===== src/sv/csl_pkg.sv =====
// ============================================================================
// csl_pkg
// Shared widths, codes and controller/datapath interface types for the
// code symbol lookup block.
// ============================================================================
package csl_pkg;

    // Table geometry and the boot-ROM address window.
    localparam int unsigned BOOT_DEPTH = 256;
    localparam int unsigned CART_DEPTH = 4096;
    localparam logic [32:0] BOOT_LIMIT = 33'h0_0000_4000;

    localparam int unsigned BOOT_AW   = (BOOT_DEPTH > 1) ? $clog2(BOOT_DEPTH) : 1;
    localparam int unsigned CART_AW   = (CART_DEPTH > 1) ? $clog2(CART_DEPTH) : 1;
    localparam int unsigned MAX_DEPTH = (BOOT_DEPTH > CART_DEPTH) ? BOOT_DEPTH : CART_DEPTH;
    // Search bounds run from 0 up to the table depth itself.
    localparam int unsigned PTR_W     = $clog2(MAX_DEPTH + 1);

    // Field widths.
    localparam int unsigned OP_W       = 2;
    localparam int unsigned INDEX_W    = 12;
    localparam int unsigned ADDR_W     = 32;
    localparam int unsigned NAME_W     = 16;
    localparam int unsigned BOOT_CNT_W = 9;
    localparam int unsigned CART_CNT_W = 13;
    localparam int unsigned CFG_IDX_W  = 1;
    localparam int unsigned CFG_DATA_W = 13;
    localparam int unsigned ENTRY_W    = ADDR_W + NAME_W;

    // Stream packing.
    localparam int unsigned S_TDATA_W = 64;
    localparam int unsigned S_TUSER_W = OP_W;
    localparam int unsigned M_TDATA_W = NAME_W + ADDR_W;
    localparam int unsigned M_TUSER_W = 2;

    typedef enum logic [OP_W-1:0] {
        OP_WR_BOOT = 2'd0,
        OP_WR_CART = 2'd1,
        OP_LOOKUP  = 2'd2
    } t_op;

    typedef enum logic [CFG_IDX_W-1:0] {
        CFG_BOOT_COUNT = 1'b0,
        CFG_CART_COUNT = 1'b1
    } t_cfg_idx;

    typedef enum logic [2:0] {
        S_IDLE,
        S_DECODE,
        S_BOOT_INIT,
        S_CART_INIT,
        S_ISSUE,
        S_CHECK,
        S_DONE
    } t_state;

    typedef struct packed {
        logic capture;    // register the incoming beat
        logic wr_boot;    // write the held entry into the boot-ROM table
        logic wr_cart;    // write the held entry into the cartridge table
        logic init;       // open a new search range
        logic init_boot;  // the new range covers the boot-ROM table
        logic issue;      // read the midpoint entry
        logic check;      // compare the returned entry and narrow the range
        logic publish;    // load the output register
    } t_ctrl_cmd;

    typedef struct packed {
        t_op  op;
        logic below_limit;
        logic range_empty;
        logic hit;
        logic table_boot;
        logic out_free;
    } t_dp_status;

endpackage


===== src/sv/csl_ctrl.sv =====
// ============================================================================
// csl_ctrl
// Sequencer for the lookup block: decodes each beat, walks the binary search
// over one or both tables and hands the answer to the output register.
// ============================================================================
module csl_ctrl
    import csl_pkg::*;
(
    input  logic       i_clk,
    input  logic       i_rst_n,
    input  logic       i_in_valid,
    output logic       o_in_ready,
    input  t_dp_status i_status,
    output t_ctrl_cmd  o_cmd
);

    t_state r_state;
    t_state n_state;

    always_ff @(posedge i_clk) begin
        if (!i_rst_n) begin
            r_state <= S_IDLE;
        end else begin
            r_state <= n_state;
        end
    end

    always_comb begin
        n_state = r_state;
        unique case (r_state)
            S_IDLE: begin
                if (i_in_valid) begin
                    n_state = S_DECODE;
                end
            end
            S_DECODE: begin
                if (i_status.op == OP_LOOKUP) begin
                    n_state = i_status.below_limit ? S_BOOT_INIT : S_CART_INIT;
                end else begin
                    n_state = S_IDLE;
                end
            end
            S_BOOT_INIT: n_state = S_ISSUE;
            S_CART_INIT: n_state = S_ISSUE;
            S_ISSUE: begin
                if (!i_status.range_empty) begin
                    n_state = S_CHECK;
                end else if (!i_status.hit && i_status.table_boot) begin
                    // Nothing at or below the counter in boot ROM: fall back.
                    n_state = S_CART_INIT;
                end else begin
                    n_state = S_DONE;
                end
            end
            S_CHECK: n_state = S_ISSUE;
            S_DONE: begin
                if (i_status.out_free) begin
                    n_state = S_IDLE;
                end
            end
            default: n_state = S_IDLE;
        endcase
    end

    always_comb begin
        o_in_ready        = (r_state == S_IDLE);
        o_cmd             = '0;
        o_cmd.capture     = (r_state == S_IDLE) && i_in_valid;
        o_cmd.wr_boot     = (r_state == S_DECODE) && (i_status.op == OP_WR_BOOT);
        o_cmd.wr_cart     = (r_state == S_DECODE) && (i_status.op == OP_WR_CART);
        o_cmd.init        = (r_state == S_BOOT_INIT) || (r_state == S_CART_INIT);
        o_cmd.init_boot   = (r_state == S_BOOT_INIT);
        o_cmd.issue       = (r_state == S_ISSUE) && !i_status.range_empty;
        o_cmd.check       = (r_state == S_CHECK);
        o_cmd.publish     = (r_state == S_DONE) && i_status.out_free;
    end

    // A result is only moved into the output register when that register
    // can take it.
    a_publish_free: assert property (@(posedge i_clk) disable iff (!i_rst_n)
        o_cmd.publish |-> i_status.out_free)
        else $error("publish while output register is occupied");

endmodule


===== config.mk =====
export PLATFORM = sky130hd
export DESIGN_NAME = csl_ctrl
export DESIGN_NICKNAME = d
export VERILOG_FILES = /design/src/sv/csl_pkg.sv /design/src/sv/csl_ctrl.sv
export SDC_FILE = /design/constraint.sdc
export NUM_CORES = 1
export LEC_CHECK = 0
export BUFFER_PORTS_ARGS = -buffer_cell sky130_fd_sc_hd__buf_2
export CORE_AREA = 2 2 39 41
export CTS_BUF_LIST = sky130_fd_sc_hd__clkbuf_8
export CTS_CLUSTER_SIZE = 16
export DETAILED_ROUTE_END_ITERATION = 6
export DIE_AREA = 0 0 41 43
export GPL_TIMING_DRIVEN = 1
export PLACE_DENSITY_LB_ADDON = 0.1
export SETUP_SLACK_MARGIN = 0.4
export SLEW_MARGIN = 20
export SYNTH_ARGS = -nofsm -noshare
export SYNTH_HDL_FRONTEND = slang
export SYNTH_SLANG_ARGS = --single-unit

===== constraint.sdc =====
create_clock -name i_clk -period 3.15 [get_ports i_clk]
set_input_delay 0.1575 -clock i_clk [delete_from_list [all_inputs] [get_ports i_clk]]
set_output_delay 0.1575 -clock i_clk [all_outputs]
set_load 0.01 [all_outputs]

=== Word level (Yosys, flattened, before mapping) ===
Index checks and enable logic that the tools add are counted.

* Register bits after elaboration: 3
* Input bits: 10

* Multiplexer cells: 7
* Eq/ne operators: 10
* Reduce and logical (&&, ||, !) cells: 13

{| class="wikitable"
|+ Operators by type and width
! cell !! count
|-
| 3-bit one-hot mux with 5 select lines || 1
|-
| 3-bit two-way mux || 4
|-
| 3-bit == test, second input constant || 3
|-
| 3-bit by 2-bit == test with 1-bit output, second input constant || 2
|-
| 1-bit logical AND || 6
|-
| 2-bit != test, second input constant || 2
|-
| 3-bit by 1-bit == test with 1-bit output, second input constant || 1
|-
| 3-bit zero test || 1
|-
| 3-bit OR reduction || 1
|-
| 2-bit by 1-bit == test with 1-bit output, second input constant || 1
|-
| 2-bit == test, second input constant || 1
|-
| 1-bit zero test || 2
|-
| 2-bit zero test || 1
|-
| 2-bit two-way mux || 1
|-
| 2-bit AND reduction || 1
|-
| 1-bit logical OR || 1
|-
| 1-bit two-way mux || 1
|}

=== Longest topological paths before layout ===
Gate-level depths: netlist of the first run.

* Depth in word-level cells: 5
* Depth in mapped cells: 4

=== Least setup slack after synthesis of the first run ===
No wires, ideal clock.

* Path kind: register to output
* Start: register r_state[0]
* End: output o_cmd[6] (netlist bit)
* Data arrival time: 1.096 ns
* Required time: 2.992 ns
* Stages on the path, launching flop included: 5
* Path buffers: 1
* Path slack: 1.897 ns
* Cells stage by stage: dfxtp_1 > buf_6 > inv_2 > or3_1 > nor3_1

{| class="wikitable"
|+ RTL lines
! element !! line !! RTL
|-
| from (decl) || csl_ctrl.sv:17 || <nowiki>t_state r_state;</nowiki>
|-
| from (signal assigned) || csl_ctrl.sv:24 || <nowiki>r_state <= n_state;</nowiki>
|-
| to (decl) || csl_ctrl.sv:14 || <nowiki>output t_ctrl_cmd o_cmd</nowiki>
|}

==> flow_summary_export.csv, run 1 <==
group,metric,value,unit
grt,grt_max_degree,15,
timing,setup_viol,0,
clock_tree,cts_tree,"done",
routing,routedWlPerCell,11.2,µm
floorplanning,initial_utilization,19.1,%
grt,grtUsageTotal,10.3,%
routing,drc,0,
timing,rsz0062_at_grt,"false",
setup_path,r2r_slack,1900,ps
timing,fin_crit,1630,ps
setup_path,path_buf_inv,2,
setup_path,r2r_end,"r_state[0]",
pwr,p_per_area,470,nW/µm²
clock_tree,clk_latency,210,ps
cells_and_area,antenna_cells,0,
clock_tree,cts_hold_buf,0,
timing,max_freq,612,MHz
pwr,power,188,µW
routing,first_iter_violations,5,
cells_and_area,top_regs,"r_state (3)",
timing,slew_violations,0,
floorplanning,fp.dieH,43,µm
floorplanning,pin_count,19,
synthesis,netlist_instances,34,
timing,fin_setup_tns,0,ps
synthesis,ys_seq_elements,3,
cells_and_area,fillers,160,
clock_tree,htreeDepth,1,
flow_run,max-cap-violations,0,
routing,drtAntennaViolNets,0,
clock_tree,clkSinkCount,3,
timing,timing.final.crit_share,51.8,%
run_status,outcome,"finished, final reports clean",
synthesis,ys.warnings.count,0,
timing,tightest_slew,404,ps
worst_hold_path,hold_path_depth,3,
setup_path,slowest_stage,"dfxtp_1",
grt,grt_pass1_wl,1.21,mm
setup_path,cp_slowest_stage_delay,480,ps
routing,dr_total_vias,318,
timing,hold_violations,0,
setup_path,cp.arrival,1480,ps
cells_and_area,largest_reg_flops,3,
clock_tree,post-cts-setup-buffers,0,
cells_and_area,regArea,60.1,µm²
setup_path,cp_cell_sequence,"inv_2 -> or3_1 -> nor3b_2 -> buf_2",
grt,antenna_found_initial,0,
setup_path,cp_top_family,"simple AND/OR/NAND/NOR gates",
synthesis,netlist_area,264,µm²
worst_hold_path,min_from,"i_rst_n",
cells_and_area,drive_gt1_share,45.3,%
routing,vias_per_cell,4.61,
synthesis,synth_fp_nets,44,
clock_tree,cts.clk_slew.worst_paths,30,ps
floorplanning,dieArea,1760,µm²
clock_tree,cts_resized,0,
timing,relSlewSlack,72.7,%
routing,first_pass_iters,2,
pwr,ir_drop,0.000105,V
setup_path,reg2reg_depth,3,
placed_design,port-buffer-count,18,
worst_hold_path,hold-path-endpoint,"r_state[0]",
synthesis,yosysTopAreaCell,"dfxtp_1",
cells_and_area,top_register,"r_state",
cells_and_area,final_cell_count_no_fill,69,
synthesis,avgSynthCellArea,7.76,µm²
timing,fin_skew,0.122,ps
placed_design,gp_congestion,0.682,
floorplanning,die_w,41,µm
synthesis,yosys-top-cells-area,"dfxtp_1 23%, nor4b_1 6.6%, nor3b_1 5.7%, nor3b_2 4.7%, a311o_2 4.3%",
setup_path,cp.required,2990,ps
synthesis,netlist.area_leader.share,22.7,%
synthesis,yosysSeqAreaShare,22.7,%
setup_path,cp_max_fo,9,
setup_path,critPathLaunchType,"register",
synthesis,synth_cell_type_count,24,
pwr,leakage,0.000181,µW
cells_and_area,multi_input_area,181,µm²
floorplanning,rows,14,
setup_path,critPathCaptureType,"primary output",
cells_and_area,fin_nets,64,
placed_design,dp.cells,65,
worst_hold_path,hp-class,"input port to register",
floorplanning,core-area,1380,µm²
cells_and_area,fin_util,28.9,%
grt,gr-total-overflow,0,
grt,grt_pass1_vias,287,
clock_tree,cts_buffer_depth,2,
setup_path,critPathKind,"register to primary output",
clock_tree,cts_root_buffer,"clkbuf_8",
setup_path,timing.rr.start,"r_state[1]",
routing,routed_wl,773,µm
clock_tree,numCtsBuffers,3,
cells_and_area,areaGrowthSynthToFinish,51.7,%
-- synthesized netlist by cell type, drive strengths merged --
master,n
dfxtp,3
nand2,3
nor3b,3
a21oi,2
clkbuf,2
nor2,2
nor3,2
nor4b,2
a21boi,1
a311o,1
and2,1
and4,1
buf,1
inv,1
nand2b,1
nand3,1
nand3b,1
nand4bb,1
nor2b,1
o2111ai,1
o21ai,1
or3,1
or4,1
-- layout by cell type, fill, tap and decap left out --
master     count
buf_2         18
nand2_1        3
clkbuf_8       3
dfxtp_1        3
nor3_1         2
nor3b_1        2
nor4b_1        2
a21oi_1        2
nor2_1         2
inv_2          1
or3_1          1
nor3b_2        1
nor2b_1        1
and4_1         1
and2_1         1
nand4bb_1      1
o21ai_0        1
nand2b_1       1
a311o_2        1
nand3b_1       1
or4_1          1
nand3_1        1
o2111ai_1      1
a21boi_0       1
inv_1          1
-- area by class of cell --
cell class              instances  area share (%)
multi-input cells              27            45.3
flip-flops and latches          3            15.0
well taps                      16            5.00
inverters                       1           0.938
clock buffers                   3            10.3
clock inverters                 1           0.938
repair buffers                 18            22.5
-- cell families after synthesis --
family	Yosys count	synth area share (%)
flops	3	22.7
compound gates	6	16.1
simple gates	21	52.6
buf+inv	4	8.53
-- tightest hold or removal path: stages --
cell and delay, ps:
buf_2 110, nand3_1 60, a21oi_1 40
-- metal layers --
metal  track usage, %  share of wire [%]
met1             13.7                 49
met2             13.8                 41
met3             2.09                 10
met4             8.00                  0
met5                0                  0
-- per-stage QoR --
stage          hold slack, ps  setup WS (ps)  instance area [µm²]
2_1_floorplan             286           1900                  264
3_3_place_gp              426           1770                  355
3_5_place_dp              417           1740                  355
4_1_cts                   193           1500                  400
5_1_grt                   209           1420                  400
6_report                  200           1520                  400
-- worst max-delay path by stage --
stage / depth (start not counted) / to / start
final: 4 / o_cmd[5] / r_state[0]
after detailed placement: 4 / o_cmd[5] / r_state[0]
after global routing: 4 / o_cmd[6] / r_state[0]
after CTS: 4 / o_cmd[5] / r_state[0]
after floorplan: 4 / o_cmd[6] / r_state[0]
after global placement: 4 / o_cmd[5] / r_state[0]
-- report_power, final --
part / total (µW) / leakage [µW] / switching, µW / internal, µW
combinational: 32.9 / 0.000130 / 15.5 / 17.4
clock: 109 / 0.0000269 / 25.7 / 83.0
sequential: 46.6 / 0.0000245 / 5.99 / 40.6
total: 188 / 0.000181 / 47.2 / 141
(Power assumes the default switching activity.)
==> run 2, diff against run 1 <==
clock period = 1.5 ns   (was 3.15 ns; I/O delays follow)
==> flow_summary_export.csv, run 2 (same netlist as run 1, synthesis figures left out) <==
group,metric,value,unit
routing,first_iter_violations,6,
routing,wl_met2,355,µm
grt,grt_pass1_vias,280,
cells_and_area,final_common_cell,"buf_2",
routing,dr.max_layer_used,"met4",
pwr,ir_drop,0.000300,V
floorplanning,rows,14,
setup_path,cp.required,1420,ps
pwr,clockPowerShare,54.1,%
cells_and_area,areaGrowthSynthToFinish,92.9,%
setup_path,critPathCaptureType,"primary output",
routing,first_pass_iters,3,
clock_tree,clk_latency,220,ps
clock_tree,cts_buffer_depth,2,
pwr,p_switching,112,µW
cells_and_area,antenna_cells,0,
pwr,intPower,313,µW
cells_and_area,drive_gt1_share,66.1,%
pwr,pwr-share-comb,24.6,%
grt,gr-total-overflow,0,
setup_path,cp_max_fo,2,
timing,fin_skew,2.87,ps
floorplanning,core-area,1380,µm²
timing,relSlewSlack,74.3,%
setup_path,cp.arrival,1290,ps
pwr,switching_share,26.4,%
timing,timing.final.crit_share,90.7,%
clock_tree,cts_hold_buf,0,
pwr,p_per_area,836,nW/µm²
timing,slew_violations,0,
pwr,leakage,0.000231,µW
floorplanning,fp.dieH,43,µm
timing,rsz0062_at_grt,"true",
setup_path,critPathKind,"register to primary output",
cells_and_area,top_regs,"r_state (3)",
grt,grt_max_degree,14,
cells_and_area,fin_nets,70,
routing,routed_wl,797,µm
placed_design,pre_cts_slack,260,ps
placed_design,place_hpwl,534,µm
routing,dr_total_vias,345,
clock_tree,cts_tree,"done",
worst_hold_path,hp-class,"input port to register",
routing,drtAntennaViolNets,0,
floorplanning,die_w,41,µm
timing,hold_ws,113,ps
floorplanning,dieArea,1760,µm²
timing,fin_crit,1360,ps
floorplanning,pin_count,19,
worst_hold_path,min_from,"i_rst_n",
cells_and_area,largest_reg_flops,3,
floorplanning,initial_utilization,19.1,%
run_status,outcome,"finished, final reports clean",
routing,routedWlPerCell,10.6,µm
pwr,power,426,µW
routing,vias_per_cell,4.60,
timing,fin_ws,139,ps
placed_design,gp_congestion,0.685,
setup_path,crit_path_start,"r_state[0]",
clock_tree,htreeDepth,1,
timing,setup_viol,0,
timing,tightest_slew,380,ps
timing,fin_setup_tns,0,ps
grt,antenna_found_initial,0,
timing,hold_violations,0,
pwr,sequentialPowerShare,21.4,%
setup_path,critPathLaunchType,"register",
flow_run,max-cap-violations,0,
clock_tree,numCtsBuffers,3,
cells_and_area,fin_util,36.8,%
setup_path,r2r_slack,260,ps
timing,max_freq,735,MHz
grt,grt_pass1_wl,1.17,mm
cells_and_area,multi_input_area,228,µm²
placed_design,port-buffer-count,18,
cells_and_area,top_register,"r_state",
routing,drc,0,
setup_path,timing.rr.start,"r_state[0]",
clock_tree,clkSinkCount,3,
cells_and_area,final_cell_mix,"18 x buf_2, 5 x buf_4, 3 x nand2_1, 3 x clkbuf_8, 3 x dfxtp_4",
clock_tree,cts_root_buffer,"clkbuf_8",
routing,wl_met3,54,µm
grt,grtUsageTotal,10.3,%
clock_tree,cts.clk_slew.worst_paths,30,ps
cells_and_area,fillers,161,
routing,wl_met1,363,µm
cells_and_area,regArea,71.3,µm²
## run 2: cell types whose count changed in the layout (fill, tap and decap cells not counted), moves of 2 or more
cell	before	now
nor3b_1	2	0
nor3_2	0	2
dfxtp_4	0	3
buf_4	0	5
nor3_1	2	0
dfxtp_1	3	0
## run 2: power groups by stage
stage | sequential (µW) | clock, µW | combinational [µW]
after floorplan | 89.4 | 0 | 60.0
after global placement | 98.8 | 0 | 80.4
after detailed placement | 98.3 | 0 | 79.2
after CTS | 92.0 | 234 | 95.2
after global routing | 92.0 | 241 | 115
final | 91.0 | 230 | 105
## run 2: critical path: stages, from the launching register on
cell,delay [ps]
dfxtp_4,350
inv_4,30
or3_4,380
nor3b_4,160
buf_2,140
## run 2: area by class of cell
class	instances	share of cell area [%]
multi-input combinational	27	44.7
timing repair buffer	24	27.3
sequential	3	14.0
clock buffer	3	8.11
tap	16	3.93
inverter	1	1.23
clock inverter	1	0.737
## run 2: what timing repair did
action	CTS	global route
endpoints found under the setup margin	10	11
buffers inserted	2	3
resized for setup	5	6
pin swaps	2	5
## run 2: layer usage
metal	up-vias	GRT usage, %
met2	16	13.8
met5	-	0
met4	0	10.0
li1	178	-
met1	148	12.2
met3	3	3.14
## run 2: metrics by stage
| stage | cell area, µm² | cells |
|---|---|---|
| 5_1_grt | 509 | 75 |
| 2_1_floorplan | 288 | 34 |
| 4_1_cts | 459 | 72 |
| 3_5_place_dp | 387 | 66 |
| 6_report | 509 | 75 |
| 3_3_place_gp | 387 | 66 |
## run 2: worst paths after layout
kind	to	depth (start not counted)
setup / recovery	o_cmd[5]	4
hold / removal	r_state[0]	3
setup reg to reg	r_state[0]	4
hold reg to reg	r_state[1]	3
